$ cat src/rtl/xmodem_crc_packet_framer_macros.svh
// ----------------------------------------------------------------------------
// XMODEM-CRC framer assertion macros
// Shared concurrent assertion forms for the framer's RTL files.
// ----------------------------------------------------------------------------
`ifndef XMODEM_CRC_PACKET_FRAMER_MACROS_SVH
`define XMODEM_CRC_PACKET_FRAMER_MACROS_SVH

// Same-cycle implication, disabled while reset is low
`define XCRC_ASSERT_IMP(lbl, clk, rstn, ante, cons, msg) \
    lbl: assert property (@(posedge clk) disable iff (!(rstn)) (ante) |-> (cons)) \
        else $error(msg);

// Next-cycle implication, disabled while reset is low
`define XCRC_ASSERT_NXT(lbl, clk, rstn, ante, cons, msg) \
    lbl: assert property (@(posedge clk) disable iff (!(rstn)) (ante) |=> (cons)) \
        else $error(msg);

`endif

$ cat src/rtl/xcrc_pkg.sv
// ----------------------------------------------------------------------------
// XMODEM-CRC framer package
// Block size, protocol constants, command record and the CRC byte fold.
// ----------------------------------------------------------------------------
package xcrc_pkg;

    localparam int BLOCK_BYTES = 128;
    localparam int FILL_W      = $clog2(BLOCK_BYTES);

    localparam logic [7:0]  START_BYTE = 8'h01;
    localparam logic [7:0]  PAD_RESET  = 8'h26;
    localparam logic [15:0] CRC_POLY   = 16'h1021;

    localparam int QDEPTH = 4;
    localparam int QAW    = $clog2(QDEPTH);

    // Output sequencer positions, in emission order
    localparam logic [2:0] PH_SOH  = 3'd0;
    localparam logic [2:0] PH_BLK  = 3'd1;
    localparam logic [2:0] PH_NBLK = 3'd2;
    localparam logic [2:0] PH_DATA = 3'd3;
    localparam logic [2:0] PH_CRCH = 3'd4;
    localparam logic [2:0] PH_CRCL = 3'd5;

    typedef struct packed {
        logic [7:0]  data;     // payload or pad byte
        logic        hdr;      // open a block: header goes first
        logic        crc_end;  // close the block: CRC goes after
        logic [7:0]  blk;      // block number of this block
        logic [15:0] crc;      // CRC including this byte
    } t_cmd;

    // CRC-16, poly 0x1021, MSB first, one byte
    function automatic logic [15:0] crc_fold(input logic [15:0] crc, input logic [7:0] b);
        logic [15:0] c;
        c = crc ^ {b, 8'h00};
        for (int k = 0; k < 8; k++) begin
            c = c[15] ? ({c[14:0], 1'b0} ^ CRC_POLY) : {c[14:0], 1'b0};
        end
        return c;
    endfunction

endpackage

$ cat src/rtl/xcrc_front.sv
// ----------------------------------------------------------------------------
// XMODEM-CRC framer front end
// Accepts input items, tracks block fill, number and CRC, and queues one
// command per item that produces output.
// ----------------------------------------------------------------------------
module xcrc_front (
    input  logic          i_clk,
    input  logic          i_rst_n,
    input  logic          i_valid,
    output logic          o_ready,
    input  logic          i_opcode,
    input  logic [7:0]    i_data_byte,
    input  logic          i_cfg_we,
    input  logic [7:0]    i_cfg_wdata,
    input  logic          i_q_full,
    output logic          o_push,
    output xcrc_pkg::t_cmd o_cmd
);
    import xcrc_pkg::*;

    logic [7:0]        r_pad;
    logic [FILL_W-1:0] r_fill;
    logic [7:0]        r_blk;
    logic [15:0]       r_crc;

    logic [FILL_W-1:0] n_fill;
    logic [7:0]        n_blk;

    logic              open_blk;
    logic              accept;
    logic [7:0]        byte_in;
    logic [15:0]       crc_new;
    logic [FILL_W:0]   fill_inc;
    logic              closes;

    assign o_ready  = !i_q_full;
    assign accept   = i_valid && o_ready;
    assign open_blk = (r_fill != '0);
    assign byte_in  = i_opcode ? r_pad : i_data_byte;
    assign crc_new  = crc_fold(open_blk ? r_crc : 16'h0000, byte_in);
    assign fill_inc = {1'b0, r_fill} + (FILL_W+1)'(1);
    assign closes   = (fill_inc >= (FILL_W+1)'(BLOCK_BYTES));

    // drop a pad item when no block is open
    assign o_push = accept && !(i_opcode && !open_blk);

    assign o_cmd.data    = byte_in;
    assign o_cmd.hdr     = !open_blk;
    assign o_cmd.crc_end = closes;
    assign o_cmd.blk     = r_blk;
    assign o_cmd.crc     = crc_new;

    assign n_fill = closes ? '0 : fill_inc[FILL_W-1:0];
    assign n_blk  = closes ? r_blk + 8'd1 : r_blk;

    always_ff @(posedge i_clk) begin
        if (!i_rst_n) begin
            r_pad  <= PAD_RESET;
            r_fill <= '0;
            r_blk  <= 8'd1;
            r_crc  <= 16'h0000;
        end else begin
            if (i_cfg_we) begin
                r_pad <= i_cfg_wdata;
            end
            if (o_push) begin
                r_fill <= n_fill;
                r_blk  <= n_blk;
                r_crc  <= crc_new;
            end
        end
    end

endmodule

$ cat src/rtl/xcrc_fifo.sv
// ----------------------------------------------------------------------------
// XMODEM-CRC framer command queue
// Small first-in first-out store between the front end and the emitter.
// ----------------------------------------------------------------------------
`include "xmodem_crc_packet_framer_macros.svh"

module xcrc_fifo (
    input  logic           i_clk,
    input  logic           i_rst_n,
    input  logic           i_push,
    input  xcrc_pkg::t_cmd i_data,
    output logic           o_full,
    input  logic           i_pop,
    output logic           o_valid,
    output xcrc_pkg::t_cmd o_data
);
    import xcrc_pkg::*;

    t_cmd           r_mem [QDEPTH];
    logic [QAW-1:0] r_wr;
    logic [QAW-1:0] r_rd;
    logic [QAW:0]   r_count;

    logic [QAW:0]   n_count;

    assign o_full  = (r_count == (QAW+1)'(QDEPTH));
    assign o_valid = (r_count != '0);
    assign o_data  = r_mem[r_rd];

    always_comb begin
        n_count = r_count;
        if (i_push && !i_pop) begin
            n_count = r_count + (QAW+1)'(1);
        end else if (i_pop && !i_push) begin
            n_count = r_count - (QAW+1)'(1);
        end
    end

    always_ff @(posedge i_clk) begin
        if (i_push) begin
            r_mem[r_wr] <= i_data;
        end
    end

    always_ff @(posedge i_clk) begin
        if (!i_rst_n) begin
            r_wr    <= '0;
            r_rd    <= '0;
            r_count <= '0;
        end else begin
            if (i_push) begin
                r_wr <= r_wr + QAW'(1);
            end
            if (i_pop) begin
                r_rd <= r_rd + QAW'(1);
            end
            r_count <= n_count;
        end
    end

    `XCRC_ASSERT_IMP(a_no_push_full, i_clk, i_rst_n, i_push, !o_full || i_pop, "push into full queue")
    `XCRC_ASSERT_IMP(a_no_pop_empty, i_clk, i_rst_n, i_pop, o_valid, "pop from empty queue")

endmodule

$ cat src/rtl/xcrc_back.sv
// ----------------------------------------------------------------------------
// XMODEM-CRC framer emitter
// Expands each queued command into header, data and CRC bytes, one byte per
// cycle while a command waits and the output is ready, through a registered output stage.
// ----------------------------------------------------------------------------
`include "xmodem_crc_packet_framer_macros.svh"

module xcrc_back (
    input  logic           i_clk,
    input  logic           i_rst_n,
    input  logic           i_q_valid,
    input  xcrc_pkg::t_cmd i_cmd,
    output logic           o_pop,
    output logic           o_tvalid,
    input  logic           i_tready,
    output logic [7:0]     o_tdata,
    output logic           o_tlast,
    output logic           o_tuser
);
    import xcrc_pkg::*;

    logic       r_tvalid;
    logic [7:0] r_tdata;
    logic       r_tlast;
    logic       r_tuser;
    logic       r_first;
    logic [2:0] r_phase;

    logic       n_tvalid;
    logic       n_first;
    logic [2:0] n_phase;

    logic       load;
    logic [2:0] ph;
    logic [7:0] byte_out;
    logic       last;

    assign load = i_q_valid && (!r_tvalid || i_tready);
    assign ph   = r_first ? (i_cmd.hdr ? PH_SOH : PH_DATA) : r_phase;
    assign last = ((ph == PH_DATA) && !i_cmd.crc_end) || (ph == PH_CRCL);
    assign o_pop = load && last;

    always_comb begin
        unique case (ph)
            PH_SOH:  byte_out = START_BYTE;
            PH_BLK:  byte_out = i_cmd.blk;
            PH_NBLK: byte_out = ~i_cmd.blk;
            PH_DATA: byte_out = i_cmd.data;
            PH_CRCH: byte_out = i_cmd.crc[15:8];
            PH_CRCL: byte_out = i_cmd.crc[7:0];
            default: byte_out = 8'h00;
        endcase
    end

    always_comb begin
        n_tvalid = r_tvalid;
        n_first  = r_first;
        n_phase  = r_phase;
        if (load) begin
            n_tvalid = 1'b1;
            n_first  = last;
            n_phase  = ph + 3'd1;
        end else if (i_tready) begin
            n_tvalid = 1'b0;
        end
    end

    always_ff @(posedge i_clk) begin
        if (load) begin
            r_tdata <= byte_out;
            r_tlast <= last;
            r_tuser <= (ph == PH_CRCL);
        end
    end

    always_ff @(posedge i_clk) begin
        if (!i_rst_n) begin
            r_tvalid <= 1'b0;
            r_first  <= 1'b1;
            r_phase  <= PH_SOH;
        end else begin
            r_tvalid <= n_tvalid;
            r_first  <= n_first;
            r_phase  <= n_phase;
        end
    end

    assign o_tvalid = r_tvalid;
    assign o_tdata  = r_tdata;
    assign o_tlast  = r_tlast;
    assign o_tuser  = r_tuser;

    `XCRC_ASSERT_IMP(a_end_is_last, i_clk, i_rst_n, r_tvalid && r_tuser, r_tlast, "block end without last")
    `XCRC_ASSERT_NXT(a_soh_byte, i_clk, i_rst_n, load && (ph == PH_SOH), r_tdata == START_BYTE, "bad start byte")
    `XCRC_ASSERT_IMP(a_mid_item, i_clk, i_rst_n, !r_first, i_q_valid, "command left mid item")

endmodule

$ cat src/rtl/xmodem_crc_packet_framer.sv
// ----------------------------------------------------------------------------
// XMODEM-CRC packet framer
// Cuts a byte stream into XMODEM-CRC blocks with header and CRC-16 trailer.
// ----------------------------------------------------------------------------
// Each input item is accepted by the front end, which updates the block
// state and queues a command (up to four commands wait in the queue). The
// emitter sends one byte per cycle from its output register while a command
// waits and the output port is ready; an item produces one byte inside a block,
// four for the byte that opens a block (start byte, number, complement, data)
// and three for the byte that closes it (data, CRC high, CRC low); a pad item
// with no open block produces no output. For 128-byte blocks the emitter port
// sets the throughput.
module xmodem_crc_packet_framer (
    input  logic       i_clk,
    input  logic       i_rst_n,
    input  logic       i_cfg_we,
    input  logic [7:0] i_cfg_wdata,     // pad_value
    input  logic       s_axis_tvalid,
    output logic       s_axis_tready,
    input  logic [7:0] s_axis_tdata,    // [7:0] data_byte
    input  logic       s_axis_tuser,    // [0] opcode
    output logic       m_axis_tvalid,
    input  logic       m_axis_tready,
    output logic [7:0] m_axis_tdata,    // [7:0] out_byte
    output logic       m_axis_tlast,
    output logic       m_axis_tuser     // [0] block_end
);
    import xcrc_pkg::*;

    t_cmd push_cmd;
    t_cmd head_cmd;
    logic push;
    logic pop;
    logic q_full;
    logic q_valid;

    xcrc_front u_front (
        .i_clk       (i_clk),
        .i_rst_n     (i_rst_n),
        .i_valid     (s_axis_tvalid),
        .o_ready     (s_axis_tready),
        .i_opcode    (s_axis_tuser),
        .i_data_byte (s_axis_tdata),
        .i_cfg_we    (i_cfg_we),
        .i_cfg_wdata (i_cfg_wdata),
        .i_q_full    (q_full),
        .o_push      (push),
        .o_cmd       (push_cmd)
    );

    xcrc_fifo u_fifo (
        .i_clk   (i_clk),
        .i_rst_n (i_rst_n),
        .i_push  (push),
        .i_data  (push_cmd),
        .o_full  (q_full),
        .i_pop   (pop),
        .o_valid (q_valid),
        .o_data  (head_cmd)
    );

    xcrc_back u_back (
        .i_clk     (i_clk),
        .i_rst_n   (i_rst_n),
        .i_q_valid (q_valid),
        .i_cmd     (head_cmd),
        .o_pop     (pop),
        .o_tvalid  (m_axis_tvalid),
        .i_tready  (m_axis_tready),
        .o_tdata   (m_axis_tdata),
        .o_tlast   (m_axis_tlast),
        .o_tuser   (m_axis_tuser)
    );

endmodule
$ cat config.mk
export PLATFORM = sky130hd
export DESIGN_NAME = xmodem_crc_packet_framer
export DESIGN_NICKNAME = d
export VERILOG_FILES = /design/src/rtl/xcrc_pkg.sv /design/src/rtl/xcrc_front.sv /design/src/rtl/xcrc_fifo.sv /design/src/rtl/xcrc_back.sv /design/src/rtl/xmodem_crc_packet_framer.sv
export VERILOG_INCLUDE_DIRS = /design/src /design/src/rtl
export SDC_FILE = /design/constraint.sdc
export NUM_CORES = 1
export LEC_CHECK = 0
export BUFFER_PORTS_ARGS = -buffer_cell sky130_fd_sc_hd__buf_2
export CAP_MARGIN = 20
export CORE_AREA = 2 2 160 224
export DETAILED_ROUTE_END_ITERATION = 10
export DIE_AREA = 0 0 162 226
export GPL_ROUTABILITY_DRIVEN = 0
export PLACE_DENSITY = 0.36
export SYNTH_ARGS = -nofsm -noshare
export SYNTH_HDL_FRONTEND = slang
export SYNTH_SLANG_ARGS = --single-unit
$ cat constraint.sdc
create_clock -name i_clk -period 5.5 [get_ports i_clk]
set_input_delay 0.275 -clock i_clk [delete_from_list [all_inputs] [get_ports i_clk]]
set_output_delay 0.275 -clock i_clk [all_outputs]
set_load 0.03 [all_outputs]
# After elaboration in Yosys (flattened, before gate mapping)

Memory sizes are Yosys's and may differ from the RTL's. A register that Yosys moved wholly into a read port is not among the register bits.
Cells that the tools add are included.

ROM bits: 0
Bits in writable memories: 136
Bits of input ports: 22
Memories kept: 1
Register bits after elaboration: 61
Bits in latches: 0
Output and inout port bits: 12

Memory list:

| name         | depth | width | read ports | clocked after memory_dff | wr ports | RTL line        | text |
|---|---|---|---|---|---|---|---|
| u_fifo.r_mem | 4     | 34    | 1          | 1                        | 1        | xcrc_fifo.sv:19 | `t_cmd r_mem [QDEPTH];` |

Magnitude comparators: 1
Div/mod/pow operators: 0
Eq/ne operators: 6
Add/sub/neg operators: 7
Shift-type cells: 0
Bitwise logic cells: 10
Multipliers: 0
Multiplexer cells: 22
Reduce and logical (&&, ||, !) cells: 23

Operator list:

| cell                                                                   | count |
|---|---|
| 13-bit 2-to-1 mux                                                      | 8 |
| 8-bit case mux with 6 select lines                                     | 1 |
| 3-bit NOT                                                              | 8 |
| 16-bit 2-to-1 mux                                                      | 1 |
| 16-bit XOR                                                             | 1 |
| 3-bit equality test (second input constant)                            | 3 |
| 3-bit 2-to-1 mux                                                       | 3 |
| 7-bit by 1-bit adder with 8-bit output (second input constant)         | 1 |
| 8-bit by 1-bit adder with 8-bit output (second input constant)         | 1 |
| 8-bit greater-or-equal comparator (second input constant)              | 1 |
| 1-bit logical AND                                                      | 8 |
| 8-bit 2-to-1 mux                                                       | 1 |
| 8-bit NOT                                                              | 1 |
| 1-bit zero test                                                        | 7 |
| 7-bit 2-to-1 mux                                                       | 1 |
| 7-bit nonzero test                                                     | 1 |
| 3-bit by 1-bit adder with 3-bit output (second input constant)         | 2 |
| 3-bit by 2-bit equality test with 1-bit output (second input constant) | 2 |
| 2-bit 2-to-1 mux                                                       | 3 |
| 2-bit by 1-bit adder with 2-bit output (second input constant)         | 2 |
| 1-bit 2-to-1 mux                                                       | 4 |
| 2-bit nonzero test                                                     | 2 |
| 3-bit by 1-bit equality test with 1-bit output (second input constant) | 1 |
| 3-bit zero test                                                        | 1 |
| 4 further kinds                                                        | 5 |

# Depth between registers and ports, before layout

Word-level depth: 19
Depth in mapped cells: 17

# Modules after synthesis

Synthesis repeated with hierarchy kept, for this count alone.

Cells, all modules: 562
Area total of the unflattened synthesis: 8692.1 µm²

Modules (own cells, without submodules):

| module     | instances | cells an instance | area an instance (µm²) |
|---|---|---|---|
| xcrc_fifo  | 1         | 221               | 5401.4 |
| xcrc_front | 1         | 258               | 2401.1 |
| xcrc_back  | 1         | 83                | 889.6 |

# Worst setup path after synthesis

No wires, ideal clock.

Kind: reg2reg
Start point: register with a tool-made name
End point: register u_fifo.r_count[2]
Library setup time: 70 ps
Slack: 2335 ps
Clock period less this slack: 3165 ps
Cell stages (with the launch flop): 18
Arrival time: 3095 ps
Cells stage by stage: dfxtp_1 > buf_2 > mux4_2 > nand2_1 > o21ai_0 > inv_1 > ha_1 > ha_1 > clkbuf_1 > inv_1 > o2bb2ai_2 > nand2_2 > ha_1 > inv_1 > fa_1 > xor2_1 > or3_1 > a21oi_1

RTL lines:

| element                | RTL line        | text |
|---|---|---|
| end signal: assignment | xcrc_fifo.sv:57 | `r_count <= n_count;` |
| end: declaration       | xcrc_fifo.sv:22 | `logic [QAW:0] r_count;` |

# Worst setup path in the final report

Start point: register u_front.r_fill[0]
End point: register u_fifo.r_count[2]

Word-level cells in the longest chain between the ends: 8
Elaborated cells on any way between the ends: 10
Classes of those cells: mux (1); reduce/logical (9)

RTL lines:

| element                             | RTL line         | text |
|---|---|---|
| start: declaration                  | xcrc_front.sv:22 | `logic [FILL_W-1:0] r_fill;` |
| start signal: assignment            | xcrc_front.sv:67 | `r_fill <= n_fill;` |
| 7-bit nonzero test (*)              | xcrc_front.sv:38 | `assign open_blk = (r_fill != '0);` |
| 1-bit zero test (*)                 | xcrc_front.sv:45 | `assign o_push = accept && !(i_opcode && !open_blk);` |
| 1-bit logical AND (*)               | xcrc_front.sv:45 |  |
| 1-bit zero test (*)                 | xcrc_front.sv:45 |  |
| 1-bit logical AND (*)               | xcrc_front.sv:45 |  |
| 1-bit zero test                     | xcrc_fifo.sv:34  | `end else if (i_pop && !i_push) begin` |
| 1-bit logical AND                   | xcrc_fifo.sv:34  |  |
| 2-bit nonzero test (no source line) | -                |  |

Every way passes the cells marked *; elsewhere a longest branch is shown, timed or not.
A chain may end at the register's enable or synchronous reset.

==> reports/metrics.yaml <==
logic_synthesis:
  syn_inst: 578
  synth_cell_types: 52
  synth_edf_count: 146
  avgSynthCellArea_um2: 14.81
  yosys-top-cells-area: "edfxtp_1 51%, dfxtp_1 12%, mux4_2 8.9%"
  yosysWarnings: 0
  syn-cell-area_mm2: 0.008561
  synth_flop_cell: "edfxtp_1"
  synth.top_cell.area_share: 0.5121
  ys_seq_elements: 199
  synth_top_area_cell: "edfxtp_1"
  seq_area_frac_synth: 0.6361
  syn-num-nets: 614
  synth-async-reset-ratio: 0
timing:
  rsz0062_at_grt: "no"
  min_period_ns: 3.582
  fin_crit_sh: 0.6513
  fmax_ghz: 0.2792
  final_max_slew_viol_count: 0
  hold_viol_final: 0
  skew_ns: 0.01062
  worstMarginPinSlew_ns: 0.7760
  tns_ns: 0
  setup_violations: 0
  slew_headroom: 0.4679
die:
  start_util: 0.2470
  die_w_um: 162
  fp.coreArea_mm2: 0.03466
  die_h_um: 226
  io_pins: 34
  die-area_mm2: 0.03661
  num_rows: 81
setup_path:
  max_stage_delay_ns: 0.63
  cp_top_family: "simple AND/OR/NAND/NOR gates"
  worst_ep_required_time_ns: 5.86
  critPathSlowestCell: "nor2b_1"
  crit_buf_inv: 3
  cp_max_fo: 26
  crit_type: "reg -> reg"
  cp-end-kind: "flip-flop"
  crit_arrival_ns: 3.94
  critPathLaunchType: "flip-flop"
  cp_cell_sequence: "inv_1, ha_1, nor2b_1, nand3_1, nand2_2, inv_2, ha_1, inv_1, fa_1, xor2_1, or3_1, a21oi_1"
clock_tree:
  cts_tree: "done"
  cts-root-buf: "clkbuf_16"
  ctsHtreeMaxLevel: 4
  hold_buffers: 0
  cts_max_path_buffers: 2
  cts_sinks: 199
  path_clk_slew_ns: 0.07
  numCtsBuffers: 17
  clkLatencyLatePin_ns: 0.44
  cts_resized: 0
  cts_setup_buffers: 0
global_routing:
  grt_pass1_wl_um: 31040
  grtUsageTotal: 0.1186
  grt_remaining_overflow: 0
  grt_pass1_vias: 4912
  grt_max_degree: 40
  antenna_found_initial: 0
finish:
  n_antenna_cell: 0
  fillers: 3492
  seqCellArea_mm2: 0.005446
  fin_util: 0.2816
  drive_gt1_frac: 0.2016
  fin_nets: 644
  syn_to_final_growth_pct: 14.02
  multi_input_area_mm2: 0.002897
power:
  power.total_mw: 4.316
  p_leak_nw: 3.319
  power_density_mw_per_mm2: 442.2
  vdd_drop_max_uv: 151.0
job:
  drv_cap: 0
detailed_routing:
  drt_iter0_drc: 301
  dr.pass1.iters: 4
  ant_nets: 0
  vias: 4649
  vias_per_cell: 4.321
  drc: 0
  wl_per_cell_um: 19.18
  wl_um: 20640
placed_design:
  io_buffers: 33
  dp_hpwl_um: 13840
min_path:
  min_path_type: "in -> reg"
outcome:
  status: "finished, final reports clean"
-- tightest hold or removal path, stage by stage --
cell	delay [ns]
buf_2	0.07
mux2i_1	0.05
nand2_1	0.06
-- synthesized netlist by cell type, types with 2 or more instances --
cell and n:
a211oi_1 2, a21boi_0 2, a21oi_1 24, a22oi_1 8, a31o_2 4, and2_1 5
and3_1 11, buf_2 7, buf_6 5, clkbuf_1 16, dfxtp_1 53, edfxtp_1 146
ha_1 13, inv_1 13, mux2_2 5, mux2_4 2, mux2i_1 19, mux4_2 34
nand2_1 61, nand2_2 2, nand3_1 8, nand4_1 3, nor2_1 27, nor2b_1 3
nor3_1 5, o211ai_1 8, o21ai_0 10, o21ba_1 2, or3_1 5, xnor2_1 29
xnor3_1 2, xor2_1 23, xor2_4 2
-- state kept, by name, summed over array words and instances (netlist names), named ones only --
register,count
u_fifo.r_mem,136
u_front.r_crc,16
u_back.o_tdata,8
u_front.r_blk,8
u_front.r_pad,8
u_front.r_fill,7
u_back.r_phase,3
u_fifo.r_count,3
u_fifo.r_rd,2
u_fifo.r_wr,2
u_back.o_tlast,1
u_back.o_tuser,1
u_back.o_tvalid,1
u_back.r_first,1
-- stage by stage --
stage / std cells / area (um2) / setup slack (ns) / hold slack (ns)
CTS: 1072 / 9686 / 1.847 / 0.01461
finish: 1076 / 9761 / 1.918 / 0.05277
floorplan: 578 / 8561 / 2.335 / 0.4039
global placement: 1041 / 9165 / 2.057 / 0.4669
detailed placement: 1041 / 9165 / 1.885 / 0.4697
global route: 1076 / 9761 / 1.506 / 0.03761
-- final timing paths --
path	depth (start not counted)	to	start	slack, ns
max reg2reg	12	u_fifo.r_count[2]$_SDFFE_PN0P_	u_front.r_fill[0]$_SDFFE_PN0P_	1.92
min	3	u_front.r_pad[5]$_SDFFE_PN1P_	i_cfg_wdata[5]	0.05
max	12	u_fifo.r_count[2]$_SDFFE_PN0P_	u_front.r_fill[0]$_SDFFE_PN0P_	1.92
min reg2reg	2	u_front.r_crc[10]$_SDFFE_PN0P_	u_front.r_crc[10]$_SDFFE_PN0P_	0.47
-- logic make-up after synthesis --
logic type	synth area share
and+or+nand+nor	0.07878
buffers and inverters	0.02645
AOI/OAI and AO/OA	0.05072
adders and majority gates	0.02134
muxes	0.1217
xor gates and xnor gates	0.06489
DFF	0.6361
-- layout by cell type (no fill, tap or decap), types with 10 or more instances in the layout --
| cell type | netlist | routed |
|---|---|---|
| xnor2_1 | 29 | 29 |
| inv_1 | 13 | 13 |
| a21oi_1 | 24 | 23 |
| o21ai_0 | 10 | 10 |
| dfxtp_1 | 53 | 52 |
| mux4_2 | 34 | 34 |
| mux2i_1 | 19 | 19 |
| nor2_1 | 27 | 27 |
| ha_1 | 13 | 13 |
| clkbuf_16 | 0 | 17 |
| xor2_1 | 23 | 23 |
| buf_2 | 7 | 33 |
| nand2_1 | 61 | 61 |
| edfxtp_1 | 146 | 146 |
-- report_power, final --
part	internal (mW)	leakage (nW)	switching, mW	total (mW)
clock	0.611	0.242	0.535	1.15
sequential	1.90	1.78	0.0836	1.99
combinational	0.433	1.30	0.751	1.18
total	2.95	3.32	1.37	4.32
-- routing by layer --
layer / track usage / share of wire / routed length, um / vias to the layer above
li1: - / - / - / 2198
met4: 0.03854 / 0.014 / 299 / 0
met5: 0 / 0 / 0 / -
met1: 0.1363 / 0.43 / 8772 / 2388
met2: 0.2170 / 0.54 / 11120 / 52
met3: 0.02663 / 0.022 / 446 / 11
-- final cells by class --
cell class,count,share of cell area
Sequential cell,199,0.5580
Multi-Input combinational cell,334,0.2968
Tap cell,456,0.05845
Clock buffer,19,0.04435
Timing Repair Buffer,41,0.02769
Clock inverter,12,0.008973
Inverter,15,0.005768
(Power assumes the default switching activity.)
